===== src/hw/rtl/pmrs_pkg.sv =====
// Shared types and constants for the power monitor reading scaler.
package pmrs_pkg;

    // Operation selector carried in s_axis_tuser
    typedef enum logic [1:0] {
        OP_BUS_VOLTAGE = 2'd0,
        OP_CURRENT     = 2'd1,
        OP_POWER       = 2'd2,
        OP_CALIBRATION = 2'd3
    } op_t;

    // Configuration register indexes
    typedef enum logic {
        CFG_SHUNT = 1'b0,
        CFG_CORR  = 1'b1
    } cfg_idx_t;

    // Setup sequencer states
    typedef enum logic [3:0] {
        DER_IDLE,
        DER_START,
        DER_DIV_Q,
        DER_ROUND,
        DER_DIV_K,
        DER_MA,
        DER_LSB,
        DER_DEN,
        DER_DEN_K,
        DER_DIV_CAL
    } der_state_t;

    localparam int RAW_W   = 16;
    localparam int MAG_W   = 17;
    localparam int LSB_W   = 22;
    localparam int PROD_W  = 38;
    localparam int QUO_W   = 32;
    localparam int DIVR_W  = 10;
    localparam int VAL_W   = 33;
    localparam int TDATA_W = 40;

    // Item divider: 4 quotient bits per stage, 8 stages
    localparam int DIV_STEP   = 4;
    localparam int DIV_STAGES = QUO_W / DIV_STEP;

    // Per-item scaling constants
    localparam logic [LSB_W-1:0]  BUS_COEF = 22'd5;     // *125/100 == *5/4
    localparam logic [LSB_W-1:0]  UNIT_COEF = 22'd1;
    localparam logic [DIVR_W-1:0] BUS_DIV  = 10'd4;
    localparam logic [DIVR_W-1:0] CUR_DIV  = 10'd1000;
    localparam logic [DIVR_W-1:0] PWR_DIV  = 10'd40;
    localparam logic [DIVR_W-1:0] CAL_DIV  = 10'd1;

    // Setup serial divider
    localparam int SER_W = 49;
    localparam int CNT_W = 6;
    localparam logic [CNT_W-1:0] SER_LAST = 6'd48;
    localparam logic [16:0] FULL_SCALE_NUM = 17'd81920;
    localparam logic [9:0]  DEC_THOUSAND   = 10'd1000;
    localparam logic [9:0]  DEC_HUNDRED    = 10'd100;
    localparam logic [9:0]  DEC_TEN        = 10'd10;
    localparam logic [19:0] NA_PER_MA      = 20'd1000000;
    localparam int          LSB_SHIFT      = 15;        // / 32768
    localparam logic [9:0]  DEN_SCALE      = 10'd1000;
    // 5120000000 == 78125 << 16
    localparam logic [16:0] CAL_NUM_K      = 17'd78125;
    localparam int          CAL_NUM_SHIFT  = 16;

    // Sideband that rides along the item divider
    typedef struct packed {
        logic neg;
        logic err;
    } side_t;

    // Derived scaling terms handed from setup to the datapath
    typedef struct packed {
        logic             ready;
        logic             err;
        logic [LSB_W-1:0] lsb;
        logic [15:0]      cal;
    } scale_t;

endpackage


===== src/hw/rtl/power_monitor_reading_scaler.sv =====
// Top level of the power monitor reading scaler: register file, item pipeline, output stage.
//
// Usage:
//  s_axis  : one word per reading; s_axis_tdata = raw register word, s_axis_tuser =
//            operation (bus voltage, current, power, calibration word).
//  m_axis  : one word per reading; m_axis_tdata = 33-bit two's complement value
//            (mV, uA, uW or calibration word), m_axis_tuser = scale error flag.
//  cfg     : register writes (index 0 shunt milliohms, index 1 correction factor),
//            always accepted; only issue them with no readings in flight.
// Pipeline: input register, multiplier, 8 divider stages of 4 quotient bits, sign stage.
// Throughput: one word per cycle outside setup; a stage holds when its successor is full,
//  so bubbles close up and input keeps flowing while a result waits on m_axis_tready.
// After reset and after every register write the setup sequencer recomputes the
//  current LSB and calibration word with a one-bit-per-cycle serial divider,
//  ending early with a zero shunt or when the shunt gives no full-scale current;
//  while it runs s_axis_tready is low.
// Reset: pipeline emptied, registers back to shunt 10 and correction 1000.
module power_monitor_reading_scaler (
    input  logic                          aclk,
    input  logic                          aresetn,
    // input words
    input  logic                          s_axis_tvalid,
    output logic                          s_axis_tready,
    input  logic [15:0]                   s_axis_tdata,   // [15:0] raw_word
    input  logic [1:0]                    s_axis_tuser,   // [1:0] operation
    // result words
    output logic                          m_axis_tvalid,
    input  logic                          m_axis_tready,
    output logic [pmrs_pkg::TDATA_W-1:0]  m_axis_tdata,   // [32:0] scaled_value, rest zero
    output logic [0:0]                    m_axis_tuser,   // [0] scale_error
    // register writes
    input  logic                          cfg_valid,
    output logic                          cfg_ready,
    input  logic [0:0]                    cfg_index,
    input  logic [15:0]                   cfg_wdata
);
    import pmrs_pkg::*;

    // ---------------- configuration registers ----------------
    logic        cfg_write;
    logic [15:0] shunt_reg, shunt_next;
    logic [15:0] corr_reg, corr_next;

    assign cfg_ready = 1'b1;
    assign cfg_write = cfg_valid && cfg_ready;

    always_comb begin
        shunt_next = shunt_reg;
        corr_next  = corr_reg;
        if (cfg_write) begin
            case (cfg_idx_t'(cfg_index))
                CFG_SHUNT: shunt_next = cfg_wdata;
                CFG_CORR:  corr_next  = cfg_wdata;
                default:   shunt_next = shunt_reg;
            endcase
        end
    end

    always_ff @(posedge aclk) begin
        if (!aresetn) begin
            shunt_reg <= 16'd10;
            corr_reg  <= 16'd1000;
        end else begin
            shunt_reg <= shunt_next;
            corr_reg  <= corr_next;
        end
    end

    // setup terms: user keeps them stable with readings in flight; block does not enforce
    scale_t scale;

    pmrs_derive u_derive (
        .aclk    (aclk),
        .aresetn (aresetn),
        .start   (cfg_write),
        .shunt   (shunt_reg),
        .corr    (corr_reg),
        .scale   (scale)
    );

    // ---------------- stage handshake ----------------
    logic a_en, b_en, o_en;
    logic div_in_ready, div_out_valid;
    logic s_accept;

    logic a_valid_reg, b_valid_reg, o_valid_reg;

    assign o_en = !o_valid_reg || m_axis_tready;
    assign b_en = !b_valid_reg || div_in_ready;
    assign a_en = !a_valid_reg || b_en;

    // no intake while setup runs or a register write is on the port
    assign s_axis_tready = a_en && scale.ready && !cfg_valid;
    assign s_accept      = s_axis_tvalid && s_axis_tready;

    // ---------------- stage A: operand select ----------------
    // Every operation becomes (a * b) / divisor; error forces b to zero.
    op_t               op;
    logic [RAW_W-1:0]  raw;
    logic              a_neg;
    logic [MAG_W-1:0]  a_mag;
    logic [MAG_W-1:0]  a_mul_next, a_mul_reg;
    logic [LSB_W-1:0]  a_coef_next, a_coef_reg;
    logic [DIVR_W-1:0] a_divisor_next, a_divisor_reg;
    side_t             a_side_next, a_side_reg;

    assign op    = op_t'(s_axis_tuser);
    assign raw   = s_axis_tdata;
    // current readings are two's complement: work on the magnitude
    assign a_neg = (op == OP_CURRENT) && raw[RAW_W-1];
    assign a_mag = a_neg ? (17'h10000 - {1'b0, raw}) : {1'b0, raw};

    always_comb begin
        a_mul_next      = a_mag;
        a_coef_next     = scale.lsb;
        a_divisor_next  = CUR_DIV;
        a_side_next.neg = a_neg;
        a_side_next.err = (op != OP_BUS_VOLTAGE) && scale.err;
        case (op)
            OP_BUS_VOLTAGE: begin
                a_coef_next    = BUS_COEF;
                a_divisor_next = BUS_DIV;
            end
            OP_CURRENT: begin
                a_divisor_next = CUR_DIV;
            end
            OP_POWER: begin
                a_divisor_next = PWR_DIV;
            end
            OP_CALIBRATION: begin
                // word computed at setup; passes through with a unit divisor
                a_mul_next     = {1'b0, scale.cal};
                a_coef_next    = UNIT_COEF;
                a_divisor_next = CAL_DIV;
            end
            default: begin
                a_divisor_next = CUR_DIV;
            end
        endcase
        if (a_side_next.err) begin
            a_coef_next = '0;
        end
    end

    always_ff @(posedge aclk) begin
        if (!aresetn) begin
            a_valid_reg <= 1'b0;
        end else if (a_en) begin
            a_valid_reg <= s_accept;
        end
    end

    always_ff @(posedge aclk) begin
        if (a_en) begin
            a_mul_reg     <= a_mul_next;
            a_coef_reg    <= a_coef_next;
            a_divisor_reg <= a_divisor_next;
            a_side_reg    <= a_side_next;
        end
    end

    // ---------------- stage B: multiply ----------------
    logic [MAG_W+LSB_W-1:0] b_prod_full;
    logic [PROD_W-1:0]      b_prod_reg;
    logic [DIVR_W-1:0]      b_divisor_reg;
    side_t                  b_side_reg;

    // product stays below 2^38 for every reachable operand pair
    assign b_prod_full = (MAG_W+LSB_W)'(a_mul_reg) * (MAG_W+LSB_W)'(a_coef_reg);

    always_ff @(posedge aclk) begin
        if (!aresetn) begin
            b_valid_reg <= 1'b0;
        end else if (b_en) begin
            b_valid_reg <= a_valid_reg;
        end
    end

    always_ff @(posedge aclk) begin
        if (b_en) begin
            b_prod_reg    <= b_prod_full[PROD_W-1:0];
            b_divisor_reg <= a_divisor_reg;
            b_side_reg    <= a_side_reg;
        end
    end

    // ---------------- divider stages ----------------
    logic [QUO_W-1:0] div_quotient;
    side_t            div_side;

    pmrs_div_pipe u_div (
        .aclk         (aclk),
        .aresetn      (aresetn),
        .in_valid     (b_valid_reg),
        .in_ready     (div_in_ready),
        .in_dividend  (b_prod_reg),
        .in_divisor   (b_divisor_reg),
        .in_side      (b_side_reg),
        .out_valid    (div_out_valid),
        .out_ready    (o_en),
        .out_quotient (div_quotient),
        .out_side     (div_side)
    );

    // ---------------- output stage: restore sign ----------------
    logic [VAL_W-1:0] o_mag;
    logic [VAL_W-1:0] o_value_next, o_value_reg;
    logic             o_err_reg;

    assign o_mag        = {1'b0, div_quotient};
    assign o_value_next = div_side.neg ? (VAL_W'(0) - o_mag) : o_mag;

    always_ff @(posedge aclk) begin
        if (!aresetn) begin
            o_valid_reg <= 1'b0;
        end else if (o_en) begin
            o_valid_reg <= div_out_valid;
        end
    end

    always_ff @(posedge aclk) begin
        if (o_en) begin
            o_value_reg <= o_value_next;
            o_err_reg   <= div_side.err;
        end
    end

    assign m_axis_tvalid = o_valid_reg;
    assign m_axis_tdata  = {{(TDATA_W - VAL_W){1'b0}}, o_value_reg};
    assign m_axis_tuser  = o_err_reg;

`ifndef SYNTHESIS
    a_err_zero: assert property (@(posedge aclk) disable iff (!aresetn)
        (m_axis_tvalid && m_axis_tuser[0]) |-> m_axis_tdata[VAL_W-1:0] == '0)
        else $error("flagged result carries a nonzero value");

    a_no_take_after_cfg: assert property (@(posedge aclk) disable iff (!aresetn)
        cfg_write |=> !s_accept)
        else $error("word taken while setup recomputes");

    a_reset_blocks_input: assert property (@(posedge aclk)
        !aresetn |=> !s_axis_tready)
        else $error("input ready right after reset");
`endif

endmodule


===== src/hw/rtl/pmrs_div_pipe.sv =====
// Pipelined restoring divider by a small divisor, four quotient bits per stage.
module pmrs_div_pipe (
    input  logic                          aclk,
    input  logic                          aresetn,
    input  logic                          in_valid,
    output logic                          in_ready,
    input  logic [pmrs_pkg::PROD_W-1:0]   in_dividend,
    input  logic [pmrs_pkg::DIVR_W-1:0]   in_divisor,
    input  pmrs_pkg::side_t               in_side,
    output logic                          out_valid,
    input  logic                          out_ready,
    output logic [pmrs_pkg::QUO_W-1:0]    out_quotient,
    output pmrs_pkg::side_t               out_side
);
    import pmrs_pkg::*;

    logic [DIV_STAGES-1:0] valid_reg;
    logic [DIV_STAGES-1:0] en;
    logic [DIVR_W-1:0]     rem_reg     [DIV_STAGES];
    logic [QUO_W-1:0]      work_reg    [DIV_STAGES];
    logic [DIVR_W-1:0]     divisor_reg [DIV_STAGES];
    side_t                 side_reg    [DIV_STAGES];

    // Stage moves when empty or when the next one moves
    always_comb begin
        en[DIV_STAGES-1] = !valid_reg[DIV_STAGES-1] || out_ready;
        for (int k = DIV_STAGES - 2; k >= 0; k--) begin
            en[k] = !valid_reg[k] || en[k+1];
        end
    end

    assign in_ready = en[0];

    for (genvar k = 0; k < DIV_STAGES; k++) begin : g_stage
        logic              src_valid;
        logic [DIVR_W-1:0] src_rem;
        logic [QUO_W-1:0]  src_work;
        logic [DIVR_W-1:0] src_divisor;
        side_t             src_side;
        logic [DIVR_W-1:0] rem_next;
        logic [QUO_W-1:0]  work_next;

        if (k == 0) begin : g_first
            // upper dividend bits are always below the divisor
            assign src_valid   = in_valid;
            assign src_rem     = {{(DIVR_W - (PROD_W - QUO_W)){1'b0}},
                                  in_dividend[PROD_W-1:QUO_W]};
            assign src_work    = in_dividend[QUO_W-1:0];
            assign src_divisor = in_divisor;
            assign src_side    = in_side;
        end else begin : g_next
            assign src_valid   = valid_reg[k-1];
            assign src_rem     = rem_reg[k-1];
            assign src_work    = work_reg[k-1];
            assign src_divisor = divisor_reg[k-1];
            assign src_side    = side_reg[k-1];
        end

        always_comb begin
            logic [DIVR_W:0]   sh;
            logic [DIVR_W-1:0] rem;
            logic [QUO_W-1:0]  work;
            rem  = src_rem;
            work = src_work;
            for (int i = 0; i < DIV_STEP; i++) begin
                sh = {rem, work[QUO_W-1]};
                if (sh >= {1'b0, src_divisor}) begin
                    sh   = sh - {1'b0, src_divisor};
                    work = {work[QUO_W-2:0], 1'b1};
                end else begin
                    work = {work[QUO_W-2:0], 1'b0};
                end
                rem = sh[DIVR_W-1:0];
            end
            rem_next  = rem;
            work_next = work;
        end

        always_ff @(posedge aclk) begin
            if (!aresetn) begin
                valid_reg[k] <= 1'b0;
            end else if (en[k]) begin
                valid_reg[k] <= src_valid;
            end
        end

        always_ff @(posedge aclk) begin
            if (en[k]) begin
                rem_reg[k]     <= rem_next;
                work_reg[k]    <= work_next;
                divisor_reg[k] <= src_divisor;
                side_reg[k]    <= src_side;
            end
        end
    end

    assign out_valid    = valid_reg[DIV_STAGES-1];
    assign out_quotient = work_reg[DIV_STAGES-1];
    assign out_side     = side_reg[DIV_STAGES-1];

endmodule


===== src/hw/rtl/pmrs_derive.sv =====
// Setup sequencer: derives current LSB, calibration word and error from the registers.
module pmrs_derive (
    input  logic                  aclk,
    input  logic                  aresetn,
    input  logic                  start,
    input  logic [15:0]           shunt,
    input  logic [15:0]           corr,
    output pmrs_pkg::scale_t      scale
);
    import pmrs_pkg::*;

    der_state_t        state_reg, state_next;
    logic [31:0]       rem_reg, rem_next;
    logic [SER_W-1:0]  work_reg, work_next;
    logic [31:0]       divisor_reg, divisor_next;
    logic [CNT_W-1:0]  cnt_reg, cnt_next;
    logic [9:0]        decade_reg, decade_next;
    logic [16:0]       ma_reg, ma_next;
    logic [LSB_W-1:0]  lsb_reg, lsb_next;
    logic [15:0]       cal_reg, cal_next;
    logic              err_reg, err_next;

    // one restoring step per cycle
    logic [32:0]       sh;
    logic              ge;
    logic [31:0]       rem_step;
    logic [SER_W-1:0]  work_step;
    logic [16:0]       q_val;
    logic [9:0]        decade_sel;
    logic [16:0]       ma_prod;
    logic [36:0]       na_prod;
    logic [37:0]       den_prod;
    logic [41:0]       den_k_prod;
    logic [32:0]       num_prod;

    assign sh        = {rem_reg, work_reg[SER_W-1]};
    assign ge        = sh >= {1'b0, divisor_reg};
    assign rem_step  = ge ? 32'(sh - {1'b0, divisor_reg}) : sh[31:0];
    assign work_step = {work_reg[SER_W-2:0], ge};

    assign q_val      = work_reg[16:0];
    assign decade_sel = (q_val >= 17'(DEC_THOUSAND)) ? DEC_THOUSAND :
                        (q_val >= 17'(DEC_HUNDRED))  ? DEC_HUNDRED  : DEC_TEN;
    assign ma_prod    = 17'(work_reg[6:0]) * 17'(decade_reg);
    assign na_prod    = 37'(ma_reg) * 37'(NA_PER_MA);
    assign den_prod   = 38'(lsb_reg) * 38'(shunt);
    assign den_k_prod = 42'(divisor_reg) * 42'(DEN_SCALE);
    assign num_prod   = 33'(corr) * 33'(CAL_NUM_K);

    // next state
    always_comb begin
        state_next = state_reg;
        case (state_reg)
            DER_IDLE:    state_next = DER_IDLE;
            DER_START:   state_next = (shunt == 16'd0) ? DER_IDLE : DER_DIV_Q;
            DER_DIV_Q:   if (cnt_reg == '0) state_next = DER_ROUND;
            DER_ROUND:   state_next = DER_DIV_K;
            DER_DIV_K:   if (cnt_reg == '0) state_next = DER_MA;
            DER_MA:      state_next = DER_LSB;
            DER_LSB:     state_next = (ma_reg == '0) ? DER_IDLE : DER_DEN;
            DER_DEN:     state_next = DER_DEN_K;
            DER_DEN_K:   state_next = DER_DIV_CAL;
            DER_DIV_CAL: if (cnt_reg == '0) state_next = DER_IDLE;
            default:     state_next = DER_START;
        endcase
        if (start) begin
            state_next = DER_START;
        end
    end

    // datapath
    always_comb begin
        rem_next     = rem_reg;
        work_next    = work_reg;
        divisor_next = divisor_reg;
        cnt_next     = cnt_reg;
        decade_next  = decade_reg;
        ma_next      = ma_reg;
        lsb_next     = lsb_reg;
        cal_next     = cal_reg;
        err_next     = err_reg;
        case (state_reg)
            DER_START: begin
                // 81920 / shunt; a zero shunt means no full-scale current
                err_next     = (shunt == 16'd0);
                rem_next     = '0;
                work_next    = SER_W'(FULL_SCALE_NUM);
                divisor_next = 32'(shunt);
                cnt_next     = SER_LAST;
            end
            DER_DIV_Q, DER_DIV_K: begin
                rem_next  = rem_step;
                work_next = work_step;
                cnt_next  = cnt_reg - 1'b1;
            end
            DER_ROUND: begin
                // q / decade, later times decade: round down to leading decade
                decade_next  = decade_sel;
                rem_next     = '0;
                work_next    = SER_W'(q_val);
                divisor_next = 32'(decade_sel);
                cnt_next     = SER_LAST;
            end
            DER_MA: begin
                ma_next = ma_prod;
            end
            DER_LSB: begin
                err_next = (ma_reg == '0);
                lsb_next = na_prod[LSB_SHIFT +: LSB_W];
            end
            DER_DEN: begin
                divisor_next = den_prod[31:0];
            end
            DER_DEN_K: begin
                divisor_next = den_k_prod[31:0];
                rem_next     = '0;
                work_next    = {num_prod, {CAL_NUM_SHIFT{1'b0}}};
                cnt_next     = SER_LAST;
            end
            DER_DIV_CAL: begin
                rem_next  = rem_step;
                work_next = work_step;
                cnt_next  = cnt_reg - 1'b1;
                if (cnt_reg == '0) begin
                    cal_next = (work_step[SER_W-1:16] != '0) ? 16'hFFFF : work_step[15:0];
                end
            end
            default: begin
                cnt_next = cnt_reg;
            end
        endcase
    end

    always_ff @(posedge aclk) begin
        if (!aresetn) begin
            state_reg <= DER_START;
            err_reg   <= 1'b0;
        end else begin
            state_reg <= state_next;
            err_reg   <= err_next;
        end
    end

    always_ff @(posedge aclk) begin
        rem_reg     <= rem_next;
        work_reg    <= work_next;
        divisor_reg <= divisor_next;
        cnt_reg     <= cnt_next;
        decade_reg  <= decade_next;
        ma_reg      <= ma_next;
        lsb_reg     <= lsb_next;
        cal_reg     <= cal_next;
    end

    assign scale.ready = (state_reg == DER_IDLE);
    assign scale.err   = err_reg;
    assign scale.lsb   = lsb_reg;
    assign scale.cal   = cal_reg;

`ifndef SYNTHESIS
    a_start_restarts: assert property (@(posedge aclk) disable iff (!aresetn)
        start |=> state_reg == DER_START)
        else $error("setup did not restart after a register write");

    a_lsb_nonzero: assert property (@(posedge aclk) disable iff (!aresetn)
        (state_reg == DER_IDLE && !err_reg) |-> lsb_reg != '0)
        else $error("valid setup with zero current LSB");
`endif

endmodule


===== config.mk =====
export PLATFORM = sky130hd
export DESIGN_NAME = power_monitor_reading_scaler
export DESIGN_NICKNAME = d
export VERILOG_FILES = /design/src/hw/rtl/pmrs_pkg.sv /design/src/hw/rtl/power_monitor_reading_scaler.sv /design/src/hw/rtl/pmrs_div_pipe.sv /design/src/hw/rtl/pmrs_derive.sv
export SDC_FILE = /design/constraint.sdc
export NUM_CORES = 2
export LEC_CHECK = 0
export BUFFER_PORTS_ARGS = -buffer_cell sky130_fd_sc_hd__buf_2
export CAP_MARGIN = 40
export CORE_AREA = 8 8 360 397
export DETAILED_ROUTE_END_ITERATION = 8
export DIE_AREA = 0 0 368 405
export HOLD_SLACK_MARGIN = 0.15
export PLACE_DENSITY_LB_ADDON = 0.1
export SETUP_SLACK_MARGIN = 0.02
export SLEW_MARGIN = 15
export SYNTH_ARGS = -nofsm -noshare
export SYNTH_HDL_FRONTEND = slang
export SYNTH_HIERARCHICAL = 1
export SYNTH_SLANG_ARGS = --single-unit

===== constraint.sdc =====
create_clock -name aclk -period 17.3 [get_ports aclk]
set_input_delay 1.73 -clock aclk [delete_from_list [all_inputs] [get_ports aclk]]
set_output_delay 1.73 -clock aclk [all_outputs]
set_load 0.05 [all_outputs]

== Word level (Yosys, flattened, before mapping) ==
Memories as Yosys holds them, arrays and structs flattened.
Index checks and enable logic that the tools add are counted.
Widths: inputs -> output; s select.

* $lt $le $gt $ge: 35
* Bitwise operators: 4
* $mul: 6
* Mux-type cells: 99
* Equal/unequal tests: 15
* Reduce and logical (&&, ||, !) cells: 49
* $add $sub $neg: 36

{| class="wikitable"
|+ Operators by type and width
! cell !! count
|-
| $ge 11x10->1 || 31
|-
| $mux 10 || 33
|-
| $sub 10x10->10 || 31
|-
| $pmux 49 s4 || 1
|-
| $pmux 32 s4 || 1
|-
| $mux 32 || 2
|-
| $pmux 32 s2 || 1
|-
| $mux 1 || 48
|-
| $pmux 22 s2 || 1
|-
| $pmux 10 s4 || 1
|-
| $pmux 4 s10 || 1
|-
| $mul 17x22->38 || 1
|-
| $ge 33x32->1 || 1
|-
| $mul 16x17->33 const B || 1
|-
| $reduce_bool 33->1 || 1
|-
| $sub 1x32->33 const A || 1
|-
| $mul 22x16->32 || 1
|-
| $mul 32x7->29 const B || 1
|-
| $mux 16 || 2
|-
| $sub 32x32->32 || 1
|-
| $mul 17x14->31 const B || 1
|-
| $ge 17x10->1 const B || 1
|-
| $ge 17x7->1 const B || 1
|-
| $logic_not 17->1 || 1
|-
| other kinds (33) || 79
|}

* Input bits: 40
* Memories: 4
* Output and inout bits: 44
* Register bits: 367
* Logic and storage cells: 285
* RAM bits: 432

{| class="wikitable"
|+ Memory list
! memory !! depth !! width !! rd ports !! clocked after memory_dff !! write ports !! line !! RTL
|-
| u_div.work_reg || 8 || 32 || 8 || 0 || 8 || pmrs_div_pipe.sv:20 || <nowiki>logic [QUO_W-1:0] work_reg [DIV_STAGES];</nowiki>
|-
| u_div.divisor_reg || 8 || 10 || 7 || 0 || 8 || pmrs_div_pipe.sv:21 || <nowiki>logic [DIVR_W-1:0] divisor_reg [DIV_STAGES];</nowiki>
|-
| u_div.rem_reg || 8 || 10 || 7 || 0 || 8 || pmrs_div_pipe.sv:19 || <nowiki>logic [DIVR_W-1:0] rem_reg [DIV_STAGES];</nowiki>
|-
| u_div.side_reg || 8 || 2 || 8 || 0 || 8 || pmrs_div_pipe.sv:22 || <nowiki>side_t side_reg [DIV_STAGES];</nowiki>
|}

== Logic depth before layout (Yosys ltp) ==
* Word-level depth: 15
* Depth in mapped cells: 44
* Mapped depth without buffers: 41

== By module ==
Netlist, hierarchy kept.

{| class="wikitable"
|+ Modules (own cells, without submodules)
! module !! area each (sq um) !! seq. area each (sq um) !! cells an instance !! times used
|-
| pmrs_derive || 32,585.0 || 5,445.2 || 3,305 || 1
|-
| pmrs_div_pipe || 30,133.9 || 12,532.0 || 2,846 || 1
|-
| power_monitor_reading_scaler || 18,347.6 || 4,394.2 || 1,913 || 1
|}

== Worst setup path before layout ==
OpenSTA, ideal clock, no wires.

* Path kind: register to register
* Start: memory u_div.divisor_reg[5][1]
* End: memory u_div.rem_reg[6][7], data pin
* Path slack: 7.729 ns
* Library setup time: 0.261 ns
* Path buffers: 4
* Arrival: 9.310 ns
* Data required time: 17.039 ns
* Period minus slack after synthesis: 9.571 ns
* Cell stages (with the launch flop): 44
* Path through: edfxtp_1 inv_1 ha_1 nor2b_1 o31a_1 o41a_1 a21oi_2 clkbuf_1 nor2_1 a21oi_1 inv_1 ha_1 nor2b_1 o31a_1 o21ba_2 o31a_1 o21ai_0 nand2_1 [8 not listed] a211o_1 a211oi_1 or2_2 clkbuf_1 buf_2 nor2_1 a21o_1 ha_1 nor2b_1 o21ai_0 a21o_1 a21oi_1 o221ai_1 nand2_1 nor3_1 a31o_2 inv_2 a221o_1

{| class="wikitable"
|+ RTL lines
! element !! line
|-
| from (decl) || pmrs_div_pipe.sv:21
|-
| to (decl) || pmrs_div_pipe.sv:19
|}

==> summary.txt <==
Final layout
  – Final net count: 9871
  – Area grow syn2layout: 6.67%
  – Most frequent cells in the layout: inv_1, ha_1, fa_1
  – Most common cell after layout, fill and taps aside: inv_1
  – Layout cell share with drive strength beyond 1: between 5 and 6%
  – Max reg flops: roughly 260

Synth
  – Cells after synthesis: approximately 8100
  – Most used DFF post-synth: edfxtp_1
  – Register area share after synthesis: 27.6%
  – Ys async rst share: 0%
  – Mapped Area: 0.0811 mm^2
  – Synth top area cells: edfxtp_1, fa_1, ha_1
  – Share of the synthesized area in the top cell type: 26.4%
  – Syn. warnings: 6
  – Distinct cells, synth: 107
  – Area leader, netlist: edfxtp_1
  – Count of state elements after synthesis: 761
  – Post-synth EDFFs: roughly 710
  – Syn Area/Cell: 10.1 um^2

Floorplan
  – Row count: 142
  – Core Region: between 0.1 and 0.15 mm^2
  – Vert. Die Dim: 405 um
  – I/O pin total: between 80 and 90
  – Die Width: 368 um
  – Die area: 0.149 mm^2
  – Initial Utilization: approximately three fifths

Run status
  – Status: finished clean

Setup path
  – Critical Path Start Type: flop
  – Worst path buffer plus inverter count: 4
  – CP arrival: 11.72 ns
  – Slowest cell on the critical path: a311oi_4
  – Worst Path Required: 17.69 ns
  – Crit Path Max Fanout: 18
  – Critical path type: flop to flop
  – Largest delay share family, worst path: compound AO/OA/AOI/OAI gates
  – Crit path largest cell delay: 0.72 ns
  – Crit. End Element: flop

Route
  – DR vias: about 57000
  – Pre-antenna DRT Iters: 6
  – Average wire per standard cell: 19.3 um
  – DRC viols: 0
  – Routed Antenna Nets: 0
  – 1st-iter DRT viols: around 3600
  – Post-Route WL: 193000 um
  – Number of vias per cell: 5.74

Placement
  – Port bufs: 75
  – Routability cong.: 0.920
  – Post-DP HPWL: 152000 um

CTS
  – Clock Tree Root: clkbuf_16
  – Clock sinks: between 700 and 800
  – Later-pin clock latency in the skew report: 0.68 ns
  – CTS resizes: 0
  – Maximum clock path buffer count: 3
  – H-tree Lvls: 3
  – Post-CTS setup buffers: 0
  – Cts bufs inserted: 86
  – Post-CTS Hold Buffers: 0
  – CTS tree: done
  – Clk pin slew, worst setup/hold paths: 0.06 ns

Timing
  – Fin. Hold Viols: 0
  – Final period utilization: approximately two thirds
  – Worst Max-Slew Pin Slew: 0.923 ns
  – Pins Over Slew Limit: 0
  – Clock skew: 0.0323 ns
  – Setup TNS: 0 ns
  – Final setup fails: 0
  – Max-slew headroom: 38.5%
  – RSZ-0062 raised after global routing: no
  – Max Clock Freq: 88.3 MHz
  – Tmin final: 11.32 ns

GRT
  – Global Route Usage Sum: 26.1%
  – Initial antenna violation count: 4
  – Largest net degree at the start of global routing: 56
  – Vias in the first global route: 60400
  – Global-route wire length before repair: between 300000 and 400000 um
  – Grt total ovfl: 0

Hold path
  – Hold Crit Class: flop to flop

Run
  – Max cap viols: 0
==> worst register-to-register path, delay by kind of cell (launching register included) <==
family | cells | cell delay, ns
flops | 1 | 0.51
simple gates | 8 | 2.25
buf+inv | 4 | 0.63
compound gates | 20 | 6.44
fa+ha+maj | 4 | 1.22
==> cell families after synthesis <==
kind of cell / share of synthesized area (%)
AO/OA/AOI/OAI: 11.1
multiplexers: 2.29
AND/OR/NAND/NOR: 12.9
other: 0.00926
buffers and inverters: 7.00
XOR/XNOR: 4.62
adder cells (fa/ha/maj): 34.5
flip-flops: 27.6
==> final timing paths <==
| kind | slack, ns | to | cells past startpoint | startpoint |
|---|---|---|---|---|
| worst max-delay path | 5.98 | u_div/rem_reg[1][1]$_DFFE_PP_ | 36 | u_div/divisor_reg[0][1]$_DFFE_PP_ |
| worst min-delay path | 0.41 | u_div/work_reg[1][23]$_DFFE_PP_ | 0 | u_div/work_reg[0][115]$_DFFE_PP_ |
| worst max register to register | 5.98 | u_div/rem_reg[1][1]$_DFFE_PP_ | 36 | u_div/divisor_reg[0][1]$_DFFE_PP_ |
| worst min register to register | 0.41 | u_div/work_reg[1][23]$_DFFE_PP_ | 0 | u_div/work_reg[0][115]$_DFFE_PP_ |
==> synthesized netlist by cell type (150+ instances only) <==
cell type and n:
nand2_1 772, o21ai_0 276, clkbuf_1 194, nor2_1 305
edfxtp_1 713, a21o_1 150, ha_1 899, inv_1 1273
and2_1 392, a21oi_1 344, fa_1 834, xnor2_1 291
==> cell type report <==
class | count | area [um^2]
multi-input combinational | 5822 | 53100
antenna | 7 | 17.5
clock inverter | 53 | 502
timing repair buffer | 150 | 1060
clock buffer | 105 | 2340
sequential | 761 | 22400
fill | 11200 | 49300
inverter | 1277 | 4800
tap | 1800 | 2250
==> routing by layer <==
layer / vias to the layer above / share of wire (%) / GRT usage, % / routed length, um
met3: 387 / 4.1 / 2.79 / 7950
met4: 0 / 4.3 / 10.5 / 8240
met5: - / 0 / 0 / 0
met1: 28200 / 41 / 32.3 / 79900
li1: 27300 / - / - / -
met2: 1385 / 50 / 46.6 / 96800
==> metrics by stage <==
stage,setup slack (ns),instance area [um^2],util [%],hold WS (ns),cells
floorplan,7.73,81100,-,0.400,8076
global placement,5.99,83300,61.4,0.400,9791
detailed placement,6.07,83600,61.6,0.405,9806
CTS,6.04,86400,63.6,0.415,9964
global route,5.23,86500,63.7,0.418,9969
finish,5.98,86500,63.7,0.413,9975
Power is left out: the tool's default activity adds up to more than one toggle a clock period on the data nets, which glitch-free logic cannot reach.
